==> src/rtl/wdss_pkg.sv <==
`timescale 1ns / 1ps
`default_nettype none
// ----------------------------------------------------------------------------
// wdss_pkg
// Shared types and constants of the winner-take-all disparity selector.
// ----------------------------------------------------------------------------
package wdss_pkg;

    // Fixed field widths
    localparam int MINW       = 16;  // running minimum and second minimum
    localparam int CFG_W      = 9;   // widest configuration register
    localparam int CFG_IDX_W  = 2;   // configuration register index
    localparam int DISPW      = 18;  // signed Q.8 disparity
    localparam int FRAC_BITS  = 8;   // fraction bits of the disparity
    localparam int HALF_SHIFT = 7;   // numerator scale of 128

    // Configuration register indexes
    localparam logic [CFG_IDX_W-1:0] REG_MIN_DISP   = 2'd0;
    localparam logic [CFG_IDX_W-1:0] REG_DISP_COUNT = 2'd1;
    localparam logic [CFG_IDX_W-1:0] REG_UNIQ_EN    = 2'd2;
    localparam logic [CFG_IDX_W-1:0] REG_UNIQ_RATIO = 2'd3;

    // Configuration reset values
    localparam logic [CFG_W-1:0] RST_MIN_DISP   = 9'd0;
    localparam logic [CFG_W-1:0] RST_DISP_COUNT = 9'd64;
    localparam logic             RST_UNIQ_EN    = 1'b1;
    localparam logic [CFG_W-1:0] RST_UNIQ_RATIO = 9'd243;

    // Ratio of one in Q1.8
    localparam logic [CFG_W-1:0] RATIO_ONE = 9'd256;

    // Commands from the controller to the datapath
    typedef struct packed {
        logic accept;    // take the offered cost item
        logic capture;   // latch the finished pixel into the finisher
        logic prep;      // form threshold, numerator and denominator
        logic step;      // one divider iteration
        logic load_out;  // load the result into the output register
    } cmd_t;

    // Status from the datapath to the controller
    typedef struct packed {
        logic last_item; // the next item ends the pixel
        logic div_last;  // the divider runs its final iteration
        logic out_free;  // the output register can take a result
    } sts_t;

endpackage
`default_nettype wire

==> src/rtl/wdss_ctrl.sv <==
`timescale 1ns / 1ps
`default_nettype none
// ----------------------------------------------------------------------------
// wdss_ctrl
// Controller: input handshake and the per-pixel finishing sequence
// (prepare, divide, deliver).
// ----------------------------------------------------------------------------
module wdss_ctrl (
    input  wire logic          clk,
    input  wire logic          rst_n,
    input  wire logic          in_valid,
    output logic               in_ready,
    input  wdss_pkg::sts_t     sts,
    output wdss_pkg::cmd_t     cmd
);
    import wdss_pkg::*;

    localparam logic [1:0] S_IDLE = 2'd0;
    localparam logic [1:0] S_PREP = 2'd1;
    localparam logic [1:0] S_DIV  = 2'd2;
    localparam logic [1:0] S_DONE = 2'd3;

    logic [1:0] state_reg;
    logic [1:0] state_next;

    // Stall only an item that ends a pixel while the finisher is busy
    assign in_ready = !sts.last_item || (state_reg == S_IDLE);

    // Decode commands and next state
    always_comb
    begin
        cmd            = '0;
        cmd.accept     = in_valid && in_ready;
        cmd.capture    = in_valid && in_ready && sts.last_item;
        state_next     = state_reg;
        case (state_reg)
            S_IDLE:
            begin
                if (cmd.capture)
                begin
                    state_next = S_PREP;
                end
            end
            S_PREP:
            begin
                cmd.prep   = 1'b1;
                state_next = S_DIV;
            end
            S_DIV:
            begin
                cmd.step = 1'b1;
                if (sts.div_last)
                begin
                    state_next = S_DONE;
                end
            end
            S_DONE:
            begin
                if (sts.out_free)
                begin
                    cmd.load_out = 1'b1;
                    state_next   = S_IDLE;
                end
            end
            default:
            begin
                state_next = S_IDLE;
            end
        endcase
    end

    // Advance the state
    always_ff @(posedge clk or negedge rst_n)
    begin
        if (!rst_n)
        begin
            state_reg <= S_IDLE;
        end
        else
        begin
            state_reg <= state_next;
        end
    end

    // A pixel is captured only when the finisher is free
    a_capture_idle: assert property (@(posedge clk) disable iff (!rst_n)
        cmd.capture |-> (state_reg == S_IDLE))
        else $error("pixel captured while finisher busy");

    // Preparation leads into the divider in the next cycle
    a_prep_div: assert property (@(posedge clk) disable iff (!rst_n)
        (state_reg == S_PREP) |=> (state_reg == S_DIV))
        else $error("prepare did not lead to divide");

    // A finished result waits while the output register is occupied
    a_done_hold: assert property (@(posedge clk) disable iff (!rst_n)
        (state_reg == S_DONE && !sts.out_free) |=> (state_reg == S_DONE))
        else $error("result dropped while output busy");

endmodule
`default_nettype wire

==> src/rtl/wdss_datapath.sv <==
`timescale 1ns / 1ps
`default_nettype none
// ----------------------------------------------------------------------------
// wdss_datapath
// Datapath: configuration registers, running minimum tracking, finisher
// registers, uniqueness threshold, restoring divider and output register.
// ----------------------------------------------------------------------------
module wdss_datapath #(
    parameter int MAX_DISPARITIES = 256,
    parameter int COST_BITS       = 12
) (
    input  wire logic                           clk,
    input  wire logic                           rst_n,
    input  wire logic                           cfg_wr_en,
    input  wire logic [wdss_pkg::CFG_IDX_W-1:0] cfg_index,
    input  wire logic [wdss_pkg::CFG_W-1:0]     cfg_wdata,
    input  wire logic [COST_BITS-1:0]           cost,
    input  wdss_pkg::cmd_t                      cmd,
    output wdss_pkg::sts_t                      sts,
    input  wire logic                           out_ready,
    output logic                                out_valid,
    output logic                                valid_res,
    output logic signed [wdss_pkg::DISPW-1:0]   disparity_q8,
    output logic [COST_BITS-1:0]                best_cost
);
    import wdss_pkg::*;

    localparam int IDXW  = $clog2(MAX_DISPARITIES);
    localparam int CLOGM = $clog2(MAX_DISPARITIES + 1);
    localparam int CNTW  = (CLOGM > CFG_W) ? CLOGM : CFG_W;
    localparam int NUMW  = COST_BITS + HALF_SHIFT;
    localparam int DENW  = COST_BITS + 1;
    localparam int SW    = COST_BITS + 3;
    localparam int DCW   = $clog2(NUMW + 1);
    localparam int PRODW = MINW + CFG_W;
    localparam int THRW  = PRODW - FRAC_BITS;

    // Configuration registers
    logic [CFG_W-1:0] min_disp_reg;
    logic [CFG_W-1:0] disp_count_reg;
    logic             uniq_en_reg;
    logic [CFG_W-1:0] uniq_ratio_reg;

    // Per-pixel tracking state
    logic [IDXW-1:0]      idx_reg,    idx_next;
    logic [MINW-1:0]      min_reg,    min_next;
    logic [MINW-1:0]      second_reg, second_next;
    logic [IDXW-1:0]      best_reg,   best_next;
    logic [COST_BITS-1:0] prev_reg,   prev_next;
    logic [COST_BITS-1:0] before_reg, before_next;
    logic [COST_BITS-1:0] after_reg,  after_next;
    logic                 pend_reg,   pend_next;

    // Finisher registers
    logic [MINW-1:0]      f_min_reg;
    logic [MINW-1:0]      f_second_reg;
    logic [IDXW-1:0]      f_best_reg;
    logic [COST_BITS-1:0] f_before_reg;
    logic [COST_BITS-1:0] f_after_reg;
    logic                 f_border_reg;
    logic                 f_uen_reg;
    logic [CFG_W-1:0]     f_ratio_reg;
    logic [CFG_W-1:0]     f_mindisp_reg;
    logic [THRW-1:0]      thr_reg;
    logic                 neg_reg;
    logic [DENW-1:0]      den_reg;
    logic [DENW-1:0]      rem_reg;
    logic [NUMW-1:0]      quo_reg;
    logic [DCW-1:0]       div_cnt_reg;

    // Output register
    logic                 out_valid_reg;
    logic                 valid_res_reg;
    logic [DISPW-1:0]     disp_reg;
    logic [COST_BITS-1:0] best_cost_reg;

    // Combinational helpers
    logic [CNTW-1:0]      cnt_raw;
    logic [CNTW-1:0]      cnt_sat;
    logic [MINW-1:0]      cost_ext;
    logic                 border;
    logic [CFG_W-1:0]     ratio_sat;
    logic [PRODW-1:0]     prod;
    logic [SW-1:0]        den_s;
    logic [COST_BITS-1:0] mag;
    logic [DENW:0]        trial;
    logic                 fit;
    logic [MINW-1:0]      gap;
    logic                 uniq_fail;
    logic                 res_valid;
    logic [DISPW-1:0]     base;
    logic [DISPW-1:0]     quo_s;
    logic [DISPW-1:0]     disp_sum;

    // Write configuration registers
    always_ff @(posedge clk or negedge rst_n)
    begin
        if (!rst_n)
        begin
            min_disp_reg   <= RST_MIN_DISP;
            disp_count_reg <= RST_DISP_COUNT;
            uniq_en_reg    <= RST_UNIQ_EN;
            uniq_ratio_reg <= RST_UNIQ_RATIO;
        end
        else if (cfg_wr_en)
        begin
            case (cfg_index)
                REG_MIN_DISP:   min_disp_reg   <= cfg_wdata;
                REG_DISP_COUNT: disp_count_reg <= cfg_wdata;
                REG_UNIQ_EN:    uniq_en_reg    <= cfg_wdata[0];
                REG_UNIQ_RATIO: uniq_ratio_reg <= cfg_wdata;
                default:        ;
            endcase
        end
    end

    // Saturate the disparity count to MAX_DISPARITIES; a count of zero becomes one
    always_comb
    begin
        cnt_raw = CNTW'(disp_count_reg);
        if (cnt_raw == '0)
        begin
            cnt_sat = CNTW'(1);
        end
        else if (cnt_raw > CNTW'(MAX_DISPARITIES))
        begin
            cnt_sat = CNTW'(MAX_DISPARITIES);
        end
        else
        begin
            cnt_sat = cnt_raw;
        end
    end

    // Detect the pixel's last item
    assign sts.last_item = (CNTW'(idx_reg) + CNTW'(1)) >= cnt_sat;

    // Update minimum, second minimum and the neighbors of the minimum; flag a border winner and saturate the ratio
    always_comb
    begin
        cost_ext    = MINW'(cost);
        min_next    = min_reg;
        second_next = second_reg;
        best_next   = best_reg;
        before_next = before_reg;
        after_next  = after_reg;
        pend_next   = pend_reg;
        prev_next   = cost;
        idx_next    = idx_reg + IDXW'(1);
        if (cost_ext < min_reg)
        begin
            second_next = min_reg;
            min_next    = cost_ext;
            best_next   = idx_reg;
            before_next = (idx_reg != '0) ? prev_reg : '0;
            after_next  = '0;
            pend_next   = 1'b1;
        end
        else
        begin
            if (cost_ext < second_reg)
            begin
                second_next = cost_ext;
            end
            if (pend_reg)
            begin
                after_next = cost;
                pend_next  = 1'b0;
            end
        end
        border = (best_next == '0) || (CNTW'(best_next) == (cnt_sat - CNTW'(1)));
        ratio_sat = (uniq_ratio_reg > RATIO_ONE) ? RATIO_ONE : uniq_ratio_reg;
    end

    // Advance tracking; clear it when a pixel ends
    always_ff @(posedge clk or negedge rst_n)
    begin
        if (!rst_n)
        begin
            idx_reg    <= '0;
            min_reg    <= '1;
            second_reg <= '1;
            best_reg   <= '0;
            prev_reg   <= '0;
            before_reg <= '0;
            after_reg  <= '0;
            pend_reg   <= 1'b0;
        end
        else if (cmd.capture)
        begin
            idx_reg    <= '0;
            min_reg    <= '1;
            second_reg <= '1;
            best_reg   <= '0;
            prev_reg   <= '0;
            before_reg <= '0;
            after_reg  <= '0;
            pend_reg   <= 1'b0;
        end
        else if (cmd.accept)
        begin
            idx_reg    <= idx_next;
            min_reg    <= min_next;
            second_reg <= second_next;
            best_reg   <= best_next;
            prev_reg   <= prev_next;
            before_reg <= before_next;
            after_reg  <= after_next;
            pend_reg   <= pend_next;
        end
    end

    // Latch the finished pixel
    always_ff @(posedge clk)
    begin
        if (cmd.capture)
        begin
            f_min_reg     <= min_next;
            f_second_reg  <= second_next;
            f_best_reg    <= best_next;
            f_before_reg  <= before_next;
            f_after_reg   <= after_next;
            f_border_reg  <= border;
            f_uen_reg     <= uniq_en_reg;
            f_ratio_reg   <= ratio_sat;
            f_mindisp_reg <= min_disp_reg;
        end
    end

    // Threshold product, denominator, numerator magnitude and the divider trial
    always_comb
    begin
        prod  = PRODW'(f_min_reg) * PRODW'(RATIO_ONE - f_ratio_reg);
        den_s = SW'(f_before_reg) + SW'(f_after_reg)
              - (SW'(f_min_reg[COST_BITS-1:0]) << 1);
        mag   = (f_before_reg >= f_after_reg) ? (f_before_reg - f_after_reg)
                                              : (f_after_reg - f_before_reg);
        trial = {rem_reg, quo_reg[NUMW-1]};
        fit   = trial >= {1'b0, den_reg};
    end

    // Prepare the divider, then run one quotient bit per cycle
    always_ff @(posedge clk or negedge rst_n)
    begin
        if (!rst_n)
        begin
            div_cnt_reg <= '0;
        end
        else if (cmd.prep)
        begin
            div_cnt_reg <= DCW'(NUMW);
        end
        else if (cmd.step)
        begin
            div_cnt_reg <= div_cnt_reg - DCW'(1);
        end
    end

    always_ff @(posedge clk)
    begin
        if (cmd.prep)
        begin
            thr_reg <= prod[PRODW-1:FRAC_BITS];
            neg_reg <= f_after_reg > f_before_reg;
            if (!den_s[SW-1] && (den_s != '0))
            begin
                den_reg <= den_s[DENW-1:0];
            end
            else
            begin
                den_reg <= DENW'(1);
            end
            rem_reg <= '0;
            quo_reg <= {mag, {HALF_SHIFT{1'b0}}};
        end
        else if (cmd.step)
        begin
            if (fit)
            begin
                rem_reg <= DENW'(trial - {1'b0, den_reg});
            end
            else
            begin
                rem_reg <= trial[DENW-1:0];
            end
            quo_reg <= {quo_reg[NUMW-2:0], fit};
        end
    end

    assign sts.div_last = (div_cnt_reg == DCW'(1));

    // Uniqueness, border and the final Q.8 disparity (modulo the field width)
    always_comb
    begin
        gap       = f_second_reg - f_min_reg;
        uniq_fail = f_uen_reg && (THRW'(gap) <= thr_reg);
        res_valid = !uniq_fail && !f_border_reg;
        base      = ({{(DISPW-CFG_W){f_mindisp_reg[CFG_W-1]}}, f_mindisp_reg}
                    + DISPW'(f_best_reg)) << FRAC_BITS;
        quo_s     = neg_reg ? (DISPW'(0) - DISPW'(quo_reg)) : DISPW'(quo_reg);
        disp_sum  = base + quo_s;
    end

    // Hold the result until it is taken
    assign sts.out_free = !out_valid_reg || out_ready;

    always_ff @(posedge clk or negedge rst_n)
    begin
        if (!rst_n)
        begin
            out_valid_reg <= 1'b0;
        end
        else if (cmd.load_out)
        begin
            out_valid_reg <= 1'b1;
        end
        else if (out_ready)
        begin
            out_valid_reg <= 1'b0;
        end
    end

    always_ff @(posedge clk)
    begin
        if (cmd.load_out)
        begin
            valid_res_reg <= res_valid;
            disp_reg      <= res_valid ? disp_sum : '0;
            best_cost_reg <= f_min_reg[COST_BITS-1:0];
        end
    end

    assign out_valid    = out_valid_reg;
    assign valid_res    = valid_res_reg;
    assign disparity_q8 = $signed(disp_reg);
    assign best_cost    = best_cost_reg;

    // Never overwrite a result that is still waiting
    a_no_overwrite: assert property (@(posedge clk) disable iff (!rst_n)
        cmd.load_out |-> (!out_valid_reg || out_ready))
        else $error("output register overwritten");

    // Divider steps only with iterations left
    a_step_count: assert property (@(posedge clk) disable iff (!rst_n)
        cmd.step |-> (div_cnt_reg != '0))
        else $error("divider stepped past its last bit");

    // A loaded result is offered in the next cycle
    a_load_shows: assert property (@(posedge clk) disable iff (!rst_n)
        cmd.load_out |=> out_valid_reg)
        else $error("loaded result not offered");

endmodule
`default_nettype wire

==> src/rtl/wta_disparity_subpixel_select_top.sv <==
`timescale 1ns / 1ps
`default_nettype none
// ----------------------------------------------------------------------------
// wta_disparity_subpixel_select_top
// Winner-take-all disparity selection with uniqueness test and parabola
// subpixel refinement over a stream of per-disparity costs.
// ----------------------------------------------------------------------------
//  Channel   Signals                                   Direction  Handshake
//  input     cost                                      in         in_valid/in_ready
//  output    valid_res, disparity_q8, best_cost        out        out_valid/out_ready
//  config    cfg_index, cfg_wdata                      in         cfg_wr_en
//
//  Cost items are taken one per cycle. The item that ends a pixel stalls while
//  the finisher still works on the previous pixel: capture, prepare, restoring
//  divider (one quotient bit per iteration) and deliver, in that order.
//  Reset loads the register defaults and clears the tracking state; no sweep.
//  A result held in the output register stalls the finisher, and through it the item that ends the next pixel.
// ----------------------------------------------------------------------------
module wta_disparity_subpixel_select_top #(
    parameter int MAX_DISPARITIES = 256,
    parameter int COST_BITS       = 12
) (
    input  wire logic                           clk,
    input  wire logic                           rst_n,
    input  wire logic                           cfg_wr_en,
    input  wire logic [wdss_pkg::CFG_IDX_W-1:0] cfg_index,
    input  wire logic [wdss_pkg::CFG_W-1:0]     cfg_wdata,
    input  wire logic                           in_valid,
    output logic                                in_ready,
    input  wire logic [COST_BITS-1:0]           cost,
    output logic                                out_valid,
    input  wire logic                           out_ready,
    output logic                                valid_res,
    output logic signed [wdss_pkg::DISPW-1:0]   disparity_q8,
    output logic [COST_BITS-1:0]                best_cost
);
    import wdss_pkg::*;

    cmd_t cmd;
    sts_t sts;

    // Sequence the finishing steps
    wdss_ctrl u_ctrl (
        .clk      (clk),
        .rst_n    (rst_n),
        .in_valid (in_valid),
        .in_ready (in_ready),
        .sts      (sts),
        .cmd      (cmd)
    );

    // Track costs and compute the result
    wdss_datapath #(
        .MAX_DISPARITIES (MAX_DISPARITIES),
        .COST_BITS       (COST_BITS)
    ) u_datapath (
        .clk          (clk),
        .rst_n        (rst_n),
        .cfg_wr_en    (cfg_wr_en),
        .cfg_index    (cfg_index),
        .cfg_wdata    (cfg_wdata),
        .cost         (cost),
        .cmd          (cmd),
        .sts          (sts),
        .out_ready    (out_ready),
        .out_valid    (out_valid),
        .valid_res    (valid_res),
        .disparity_q8 (disparity_q8),
        .best_cost    (best_cost)
    );

endmodule
`default_nettype wire

==> config.mk <==
export PLATFORM = sky130hd
export DESIGN_NAME = wta_disparity_subpixel_select_top
export DESIGN_NICKNAME = d
export VERILOG_FILES = /design/src/rtl/wdss_pkg.sv /design/src/rtl/wdss_ctrl.sv /design/src/rtl/wdss_datapath.sv /design/src/rtl/wta_disparity_subpixel_select_top.sv
export SDC_FILE = /design/constraint.sdc
export NUM_CORES = 1
export LEC_CHECK = 0
export BUFFER_PORTS_ARGS = -buffer_cell sky130_fd_sc_hd__buf_2
export CAP_MARGIN = 25
export CELL_PAD_IN_SITES_DETAIL_PLACEMENT = 0
export CELL_PAD_IN_SITES_GLOBAL_PLACEMENT = 1
export CORE_UTILIZATION = 55
export DETAILED_ROUTE_END_ITERATION = 7
export PLACE_DENSITY_LB_ADDON = 0.1
export SLEW_MARGIN = 20
export SYNTH_ARGS = -nofsm -noshare
export SYNTH_HDL_FRONTEND = slang
export SYNTH_SLANG_ARGS = --single-unit
==> constraint.sdc <==
create_clock -name clk -period 19.2 [get_ports clk]
set_input_delay 0.96 -clock clk [delete_from_list [all_inputs] [get_ports clk]]
set_output_delay 0.96 -clock clk [all_outputs]
set_load 0.1 [all_outputs]
==> results of run 1 <==
==> layout make-up <==
class / instances / area [µm²]
fillers: 3675 / 16900
flip-flops and latches: 299 / 8220
well taps: 585 / 732
inverters: 356 / 1340
repair buffers: 84 / 523
multi-input cells: 1674 / 14400
clock buffers: 50 / 1060
clock inverters: 16 / 155
==> kinds of logic (layout without fill, tap and decap cells) <==
| logic type | Yosys count | in the layout | share of synthesized area |
|---|---|---|---|
| adders and majority gates | 378 | 378 | 0.247 |
| other | 1 | 4 | 0.000155 |
| and+or+nand+nor | 618 | 618 | 0.123 |
| buffers and inverters | 449 | 506 | 0.0709 |
| AOI/OAI and AO/OA | 414 | 414 | 0.118 |
| xor gates and xnor gates | 159 | 159 | 0.0574 |
| muxes | 101 | 101 | 0.0440 |
| DFF | 299 | 299 | 0.339 |
==> per-layer routing <==
layer,global-route usage,vias to the layer above,part of all wire
li1,-,8209,-
met1,0.402,8567,0.47
met2,0.443,337,0.47
met3,0.0306,66,0.041
met4,0.0692,0,0.020
met5,0,-,0
==> placed cells by master, fill, tap and decap left out, types with 8 or more instances in the layout <==
master / instances
a211oi_1: 20
a21o_1: 31
a21oi_1: 91
a22o_1: 39
a22oi_1: 8
a2bb2oi_1: 11
and2_1: 76
buf_2: 59
buf_4: 23
clkbuf_16: 39
dfrtp_1: 81
dfstp_2: 40
dfxtp_1: 20
edfxtp_1: 158
fa_1: 167
ha_1: 209
inv_1: 353
mux2_2: 45
mux2i_1: 56
nand2_1: 177
nand2b_1: 13
nand3_1: 33
nand4_1: 19
nor2_1: 162
nor2b_1: 43
nor3_1: 39
nor4_1: 8
o21a_1: 17
o21ai_0: 85
o21bai_1: 12
o221a_2: 12
o31ai_1: 9
or3_1: 13
xnor2_1: 114
xor2_1: 43
==> worst paths after layout <==
check	slack, ps	end	startpoint	cells past startpoint
min reg2reg	450	u_datapath.f_mindisp_reg[5]$_DFFE_PP_	u_datapath.min_disp_reg[5]$_DFFE_PN0P_	0
min	450	u_datapath.f_mindisp_reg[5]$_DFFE_PP_	u_datapath.min_disp_reg[5]$_DFFE_PN0P_	0
min in group asynchronous	460	u_datapath.out_valid$_DFFE_PN0P_	rst_n	1
max in group asynchronous	17320	u_datapath.min_disp_reg[8]$_DFFE_PN0P_	rst_n	2
max reg2reg	11280	u_datapath.thr_reg[16]$_DFFE_PP_	u_datapath.f_ratio_reg[0]$_SDFFCE_PN0P_	29
max	11280	u_datapath.thr_reg[16]$_DFFE_PP_	u_datapath.f_ratio_reg[0]$_SDFFCE_PN0P_	29
==> cells in the mapped netlist (40+ instances only) <==
| master | number |
|---|---|
| a21oi_1 | 91 |
| and2_1 | 77 |
| clkbuf_1 | 68 |
| dfrtp_1 | 81 |
| dfstp_2 | 40 |
| edfxtp_1 | 158 |
| fa_1 | 167 |
| ha_1 | 211 |
| inv_1 | 353 |
| mux2_2 | 45 |
| mux2i_1 | 56 |
| nand2_1 | 177 |
| nor2_1 | 163 |
| nor2b_1 | 43 |
| o21ai_0 | 85 |
| xnor2_1 | 116 |
| xor2_1 | 43 |
==> metrics by stage <==
stage,cells,instance area (µm²)
finish,3064,26400
global route,3064,26400
CTS,3063,26400
detailed placement,2997,25200
global placement,2996,25100
floorplan,2422,24300
==> reports/metrics.csv, run 1 <==
stage;metric;value;unit
worst_setup_path;worst path required time;19500;ps
finish;share of cells above drive strength 1;0.109;
timing;fin. max-slew vios;0;
worst_setup_path;Crit Path Class;reg2reg;
die;starting density of the core;0.560;
timing;Slew HR;0.347;
route;vias per cell;5.61;
grt;Overflow after GRT;0;
timing;RSZ-0062 raised after global routing;no;
worst_setup_path;largest fanout on the critical path;16;
clocking;post-CTS setup repair buffer count;0;
yosys;prevailing post-synth register cell;edfxtp_1;
yosys;sequential share of the synthesized area;0.339;
clocking;post-CTS sizing;0;
worst_setup_path;Slowest-stage cell, CP;edfxtp_1;
yosys;synthesized area;24200;µm²
finish;final net count;2857;
timing;highest clock rate;126;MHz
clocking;H-tree depth reported by CTS;2;
worst_setup_path;delay-heaviest family, CP;adder cells;
die;I/O pin cnt;61;
timing;Tightest Pin Transition;979;ps
worst_setup_path;CP Data Arrival Time;8220;ps
timing;final worst slack;11280;ps
worst_setup_path;crit-path max cell delay;590;ps
run_status;status;completed;
clocking;root buffer cell;clkbuf_16;
yosys;Netlist cell types;87;
placement;DPL Wire Length;45700;µm
clocking;Num CTS Buffers;36;
route;ANT nets after route;0;
route;routed via count;17200;
grt;GRT Util Overall;0.277;
die;Core Box Area;43300;µm²
die;die area;44900;µm²
finish;post-layout util;0.610;
yosys;EDFF count, synth;158;
worst_setup_path;Setup crit end kind;flip-flop;
yosys;YS warnings;0;
finish;n_diodes;0;
placement;DP Worst Slack;11330;ps
timing;clk_skew;20.3;ps
yosys;synth top area cells;edfxtp_1, fa_1, ha_1;
worst_setup_path;startpoint type of the worst setup path;flip-flop;
yosys;Post-synth ARST share;0.405;
grt;first-pass GRT wire length;95600;µm
timing;setup violators final;0;
yosys;post-synth top area share;0.196;
finish;Largest register FFs;19;
finish;Area Overhead vs Synth;8.87;%
grt;vias in the first global route;17300;
clocking;CTS tree;done;
grt;initial antenna violation count;0;
yosys;Post-Syn Instances;2419;
die;Rows;76;
timing;WHS;447;ps
worst_setup_path;CP dominant cell by count;inv_1;
clocking;Max Root-Sink Buffers;3;
clocking;number of hold buffers added after cts;0;
yosys;Synth Register Bits;299;
min_path;Min-Delay Path Class;reg2reg;
route;DR iter-0 viols;1115;
clocking;clk sinks;299;
clocking;Worst-Skew Late Latency;550;ps
run;Max Cap Violations;0;
timing;Final period util;0.412;
grt;largest net degree at the start of global routing;85;
die;Die Span Y;212;µm
clocking;Clock Pin Slew Worst Setup and Hold Paths;60;ps
route;average wire per standard cell;19.6;µm
yosys;Mapped Avg Cell Area;10.0;µm²
die;die width;212;µm
yosys;cell taking the most area after synthesis;edfxtp_1;
worst_setup_path;WP buf/inv;8;
placement;Final Wtd Congestion;0.897;
timing;Fin. Hold Viols;0;
route;first-pass iteration count of the detailed router;5;
timing;fin crit period;7920;ps
route;DRC viols;0;
route;Post-Route WL;60000;µm
timing;final setup TNS;0;ps
placement;IO buf count;60;
Power of run 1 is not shown: default switching activity piles up to over one toggle a cycle in this logic, so the estimate is an artifact.
==> run 2: changes to the inputs <==
--- a/config.mk
+++ b/config.mk
@@ -5,11 +5,12 @@
 export SDC_FILE = /design/constraint.sdc
 export NUM_CORES = 1
 export LEC_CHECK = 0
+export ABC_AREA = 1
 export BUFFER_PORTS_ARGS = -buffer_cell sky130_fd_sc_hd__buf_2
 export CAP_MARGIN = 25
 export CELL_PAD_IN_SITES_DETAIL_PLACEMENT = 0
 export CELL_PAD_IN_SITES_GLOBAL_PLACEMENT = 1
-export CORE_UTILIZATION = 55
+export CORE_UTILIZATION = 50
 export DETAILED_ROUTE_END_ITERATION = 7
 export PLACE_DENSITY_LB_ADDON = 0.1
 export SLEW_MARGIN = 20
==> constraint.sdc (replaced) <==
create_clock -name clk -period 7.36 [get_ports clk]
set_input_delay 0.368 -clock clk [delete_from_list [all_inputs] [get_ports clk]]
set_output_delay 0.368 -clock clk [all_outputs]
set_load 0.1 [all_outputs]
==> reports/metrics.csv, run 2 <==
stage;metric;value;unit
run_status;status;completed;
yosys;Netlist cell types;68;
yosys;synthesized area;25700;µm²
finish;post-layout util;0.555;
clocking;Num CTS Buffers;39;
clocking;H-tree depth reported by CTS;2;
route;DR iter-0 viols;1412;
yosys;Post-Syn Instances;3066;
yosys;Synth Register Bits;299;
clocking;root buffer cell;clkbuf_16;
grt;largest net degree at the start of global routing;76;
timing;Fin. Hold Viols;0;
clocking;Max Root-Sink Buffers;3;
route;vias per cell;5.30;
timing;clk_skew;37.3;ps
timing;RSZ-0062 raised after global routing;no;
yosys;post-synth top area share;0.184;
grt;routing usage on met3;0.0530;
die;I/O pin cnt;61;
placement;IO buf count;60;
yosys;most common cell in the netlist;inv_1;
grt;M2 GR Usage;0.408;
yosys;Post-synth ARST share;0.405;
die;die area;52300;µm²
timing;setup violators final;0;
timing;Tightest Pin Transition;1010;ps
clocking;Worst-Skew Late Latency;590;ps
grt;first-pass GRT wire length;111000;µm
timing;Final period util;0.940;
grt;GRT Util Overall;0.273;
timing;fin. max-slew vios;0;
route;Post-Route WL;70000;µm
grt;M1 GR Usage;0.404;
run;Max Cap Violations;0;
placement;DPL Wire Length;55100;µm
worst_setup_path;Setup crit end kind;flip-flop;
min_path;hold path cells;2;
finish;commonest non-fill, non-tap cell in the layout;inv_1;
worst_setup_path;worst path required time;7700;ps
finish;commonest cells after routing, fill and taps aside;inv_1, nand2_1, nor2_1;
timing;highest clock rate;145;MHz
clocking;clk sinks;299;
worst_setup_path;largest fanout on the critical path;9;
grt;Overflow after GRT;0;
placement;Final Wtd Congestion;0.968;
yosys;prevailing post-synth register cell;edfxtp_1;
clocking;CTS tree;done;
route;average wire per standard cell;18.3;µm
die;die width;229;µm
clocking;Clock Pin Slew Worst Setup and Hold Paths;60;ps
yosys;EDFF count, synth;158;
clocking;post-CTS setup repair buffer count;0;
timing;WHS;86.9;ps
route;ANT nets after route;0;
timing;final setup TNS;0;ps
worst_setup_path;Crit Path Class;reg2reg;
yosys;sequential share of the synthesized area;0.320;
worst_setup_path;R2R depth;24;
finish;filler-free cell count of the finished design;3820;
grt;vias in the first global route;19800;
die;Rows;82;
route;DRC viols;0;
worst_setup_path;CP Data Arrival Time;7250;ps
finish;Largest register FFs;19;
finish;Area Overhead vs Synth;8.94;%
yosys;Mapped Avg Cell Area;8.39;µm²
timing;Slew HR;0.325;
yosys;commonest cells in the netlist;inv_1, nand2_1, nor2_1;
timing;fin crit period;6910;ps
min_path;Min-Delay Path Class;in2reg;
die;Die Span Y;229;µm
route;routed via count;20200;
route;first-pass iteration count of the detailed router;8;
yosys;cell taking the most area after synthesis;edfxtp_1;
finish;n_diodes;0;
yosys;YS warnings;0;
placement;Inst Count DP;3744;
yosys;synth top area cells;edfxtp_1, fa_1, ha_1;
die;Core Box Area;50500;µm²
worst_setup_path;startpoint type of the worst setup path;flip-flop;
finish;share of cells above drive strength 1;0.0889;
grt;initial antenna violation count;3;
finish;final net count;3523;
die;starting density of the core;0.510;
grt;peak-usage layer in the global routing report;met2;
==> run 2: cell count changes in the layout (fill, tap and decap cells not counted), moves of 47 or more <==
cell / previous run / this run
xnor2_1: 114 / 39
inv_1: 353 / 636
a21oi_1: 91 / 138
nor2_1: 162 / 234
o21ai_0: 85 / 153
xor2_1: 43 / 97
and2_1: 76 / 1
nand2_1: 177 / 577
nand3_1: 33 / 125
mux2i_1: 56 / 0
==> run 2: path summary, 6_finish.rpt <==
check / slack [ps] / end / start
setup / recovery: 450 / u_datapath.thr_reg[16]$_DFFE_PP_ / u_datapath.f_ratio_reg[0]$_SDFFCE_PN0P_
hold / removal: 90 / u_datapath.prev_reg[6]$_DFFE_PN0P_ / cost[6]
setup reg to reg: 450 / u_datapath.thr_reg[16]$_DFFE_PP_ / u_datapath.f_ratio_reg[0]$_SDFFCE_PN0P_
hold reg to reg: 460 / u_datapath.f_mindisp_reg[3]$_DFFE_PP_ / u_datapath.min_disp_reg[3]$_DFFE_PN0P_
max in group asynchronous: 5750 / u_datapath.min_disp_reg[3]$_DFFE_PN0P_ / rst_n
min in group asynchronous: 260 / u_datapath.idx_reg[6]$_DFFE_PN0P_ / rst_n
==> run 2: final cells by class <==
cell class	instances	area, µm²
clock inverter	19	269
clock buffer	53	1100
tap	672	841
inverter	650	2450
sequential	299	8220
fill	4709	22500
timing repair buffer	86	556
multi-input combinational	2041	14600
==> run 2: kinds of logic (layout without fill, tap and decap cells) <==
kind of cell / after synthesis / in the layout / synth area share
adders and majority gates: 378 / 378 / 0.233
and+or+nand+nor: 1038 / 1038 / 0.172
AOI/OAI and AO/OA: 485 / 485 / 0.115
buffers and inverters: 729 / 808 / 0.115
other: 1 / 4 / 0.000146
xor gates and xnor gates: 136 / 136 / 0.0463
DFF: 299 / 299 / 0.320
==> run 2: per-layer routing <==
layer | part of all wire | vias up | wire length (µm)
met5 | 0.00036 | - | 25
met4 | 0.023 | 4 | 1590
met3 | 0.068 | 105 | 4760
met2 | 0.43 | 578 | 30000
met1 | 0.48 | 9733 | 33700
li1 | - | 9816 | -
==> run 2: critical path, stage by stage (launching register included) <==
cell	delay, ps
edfxtp_1	390
inv_1	90
ha_1	180
nand2_1	70
or2_1	260
o21ai_0	150
nand2_1	330
inv_2	290
nand2_1	110
fa_1	510
inv_1	50
fa_1	470
fa_1	520
fa_1	520
fa_1	550
inv_1	60
fa_1	530
inv_1	50
ha_1	400
a21oi_1	360
o21ai_0	190
a221oi_1	320
o211ai_1	150
nand2_1	90
nand2_1	40
==> run 2: repair_timing <==
item | 4_1_cts | 5_1_grt
resized for setup | 0 | 2
endpoints found under the setup margin | 0 | 2
hold endpoints to repair | 33 | 0
hold buffers | 2 | 0
==> run 2: per-stage QoR <==
step	setup slack (ps)	cell area [µm²]
4_1_cts	390	28000
3_3_place_gp	581	26600
5_1_grt	36.8	28000
2_1_floorplan	1060	25700
6_report	445	28000
3_5_place_dp	426	26600
Power of run 2 is left out for the same reason.
==> run 3: changes to the inputs <==
--- a/config.mk
+++ b/config.mk
@@ -5,12 +5,13 @@
 export SDC_FILE = /design/constraint.sdc
 export NUM_CORES = 1
 export LEC_CHECK = 0
-export ABC_AREA = 1
 export BUFFER_PORTS_ARGS = -buffer_cell sky130_fd_sc_hd__buf_2
 export CAP_MARGIN = 25
 export CELL_PAD_IN_SITES_DETAIL_PLACEMENT = 0
 export CELL_PAD_IN_SITES_GLOBAL_PLACEMENT = 1
-export CORE_UTILIZATION = 50
+export CORE_UTILIZATION = 51
+export CTS_BUF_LIST = sky130_fd_sc_hd__clkbuf_16
+export CTS_CLUSTER_SIZE = 40
 export DETAILED_ROUTE_END_ITERATION = 7
 export PLACE_DENSITY_LB_ADDON = 0.1
 export SLEW_MARGIN = 20
==> reports/metrics.csv, run 3 (synthesized netlist as in run 1, its figures left out) <==
stage;metric;value;unit
placement;Final Wtd Congestion;0.881;
clocking;root buffer cell;clkbuf_16;
worst_setup_path;Crit Path Class;reg2reg;
finish;filler-free cell count of the finished design;3104;
clocking;Num CTS Buffers;36;
die;Core Box Area;46800;µm²
worst_setup_path;delay-heaviest family, CP;adder cells;
die;I/O pin cnt;61;
min_path;Worst Hold Launch;cfg_wdata[7];
die;starting density of the core;0.519;
grt;vias in the first global route;16900;
placement;DPL Wire Length;47200;µm
finish;final net count;2875;
clocking;Worst-Skew Late Latency;560;ps
run_status;status;complete, but fails checks;
die;die width;220;µm
timing;clk_skew;23.7;ps
worst_setup_path;Worst R2R End;u_datapath.thr_reg[16]$_DFFE_PP_;
timing;RSZ-0062 raised after global routing;no;
route;vias per cell;5.53;
timing;Tightest Pin Transition;1060;ps
worst_setup_path;CP dominant cell by count;fa_1;
run_status;failing checks;DRC;
timing;fin. max-slew vios;0;
die;die area;48400;µm²
worst_setup_path;largest fanout on the critical path;8;
worst_setup_path;worst path required time;7650;ps
worst_setup_path;startpoint type of the worst setup path;flip-flop;
worst_setup_path;Worst setup startpoint;u_datapath.f_ratio_reg[4]$_SDFFCE_PN0P_;
route;Post-Route WL;61300;µm
timing;final setup TNS;0;ps
grt;GRT Util Overall;0.260;
finish;commonest cells after routing, fill and taps aside;inv_1, ha_1, nand2_1;
min_path;Min-Delay Path Class;in2reg;
finish;share of cells above drive strength 1;0.117;
route;DR iter-0 viols;1240;
clocking;clk sinks;299;
route;average wire per standard cell;19.7;µm
finish;Area Overhead vs Synth;9.69;%
clocking;CTS tree;done;
grt;first-pass GRT wire length;95600;µm
route;routed via count;17200;
timing;Final period util;0.961;
finish;Largest register FFs;19;
finish;Fill cells;4168;
timing;WHS;86.9;ps
timing;highest clock rate;141;MHz
worst_setup_path;WP buf/inv;4;
clocking;Clock Pin Slew Worst Setup and Hold Paths;60;ps
clocking;H-tree depth reported by CTS;2;
finish;commonest non-fill, non-tap cell in the layout;inv_1;
placement;Inst Count DP;3036;
timing;setup violators final;0;
worst_setup_path;CP endpoint;u_datapath.thr_reg[16]$_DFFE_PP_;
clocking;Max Root-Sink Buffers;3;
die;Rows;79;
finish;n_diodes;0;
worst_setup_path;CP Data Arrival Time;7360;ps
route;ANT nets after route;0;
worst_setup_path;Setup crit end kind;flip-flop;
timing;fin crit period;7070;ps
timing;Slew HR;0.293;
worst_setup_path;WP depth;26;
grt;Overflow after GRT;0;
worst_setup_path;Slowest-stage cell, CP;fa_1;
worst_setup_path;worst flop-to-flop path startpoint;u_datapath.f_ratio_reg[4]$_SDFFCE_PN0P_;
die;Die Span Y;220;µm
grt;largest net degree at the start of global routing;77;
worst_setup_path;crit-path max cell delay;540;ps
timing;Fin. Hold Viols;0;
grt;initial antenna violation count;0;
worst_setup_path;R2R depth;26;
run;Max Cap Violations;0;
route;DRC viols;2;
placement;IO buf count;60;
worst_setup_path;flop2flop setup slack;290;ps
route;first-pass iteration count of the detailed router;7;
-- run 3: cell types whose count changed in the layout (fill, tap and decap cells not counted), moves of 72 or more --
| cell | previous run | this run |
|---|---|---|
| and2_1 | 1 | 76 |
| inv_1 | 636 | 359 |
| nand2_1 | 577 | 177 |
| nand3_1 | 125 | 33 |
| nor2_1 | 234 | 162 |
| xnor2_1 | 39 | 115 |
-- run 3: layer usage --
layer | up-vias | track usage | wire (µm)
met4 | 0 | 0.0768 | 1540
met2 | 371 | 0.396 | 27200
met5 | - | 0 | 0
met1 | 8481 | 0.382 | 29400
li1 | 8236 | - | -
met3 | 78 | 0.0385 | 3090
-- run 3: worst min path at each step --
stage          cells after the start  slack (ps)                                 end
3_3_place_gp                       1         410  u_datapath.prev_reg[7]$_DFFE_PN0P_
3_5_place_dp                       1         410  u_datapath.prev_reg[7]$_DFFE_PN0P_
2_1_floorplan                      0          70     u_ctrl.state_reg[0]$_DFFE_PN0P_
5_1_grt                            2          90   u_datapath.cnt_raw[7]$_DFFE_PN0P_
4_1_cts                            2          60   u_datapath.cnt_raw[7]$_DFFE_PN0P_
6_report                           2          90   u_datapath.cnt_raw[7]$_DFFE_PN0P_
-- run 3: cell type report --
type | instances | area [µm²] | area share
clock inverters | 28 | 288 | 0.0108
inverters | 356 | 1340 | 0.0502
clock buffers | 38 | 951 | 0.0358
multi-input cells | 1674 | 14400 | 0.541
well taps | 607 | 759 | 0.0286
flip-flops and latches | 299 | 8220 | 0.309
repair buffers | 102 | 641 | 0.0241
-- run 3: stage by stage --
step           instance area, µm²  setup WS, ps   util
2_1_floorplan               24300           265      -
3_3_place_gp                25300           140  0.540
3_5_place_dp                25300          79.7  0.541
4_1_cts                     26500          47.2  0.568
5_1_grt                     26600          6.07  0.569
6_report                    26600           288  0.569
-- run 3: timing repair --
| item | CTS | global route |
|---|---|---|
| buffers inserted | 0 | 1 |
| hold endpoints to repair | 35 | 0 |
| hold buffers | 1 | 0 |
| gates resized for setup | 0 | 9 |
| setup endpoints to repair | 0 | 8 |
Power of run 3 is left out for the same reason.
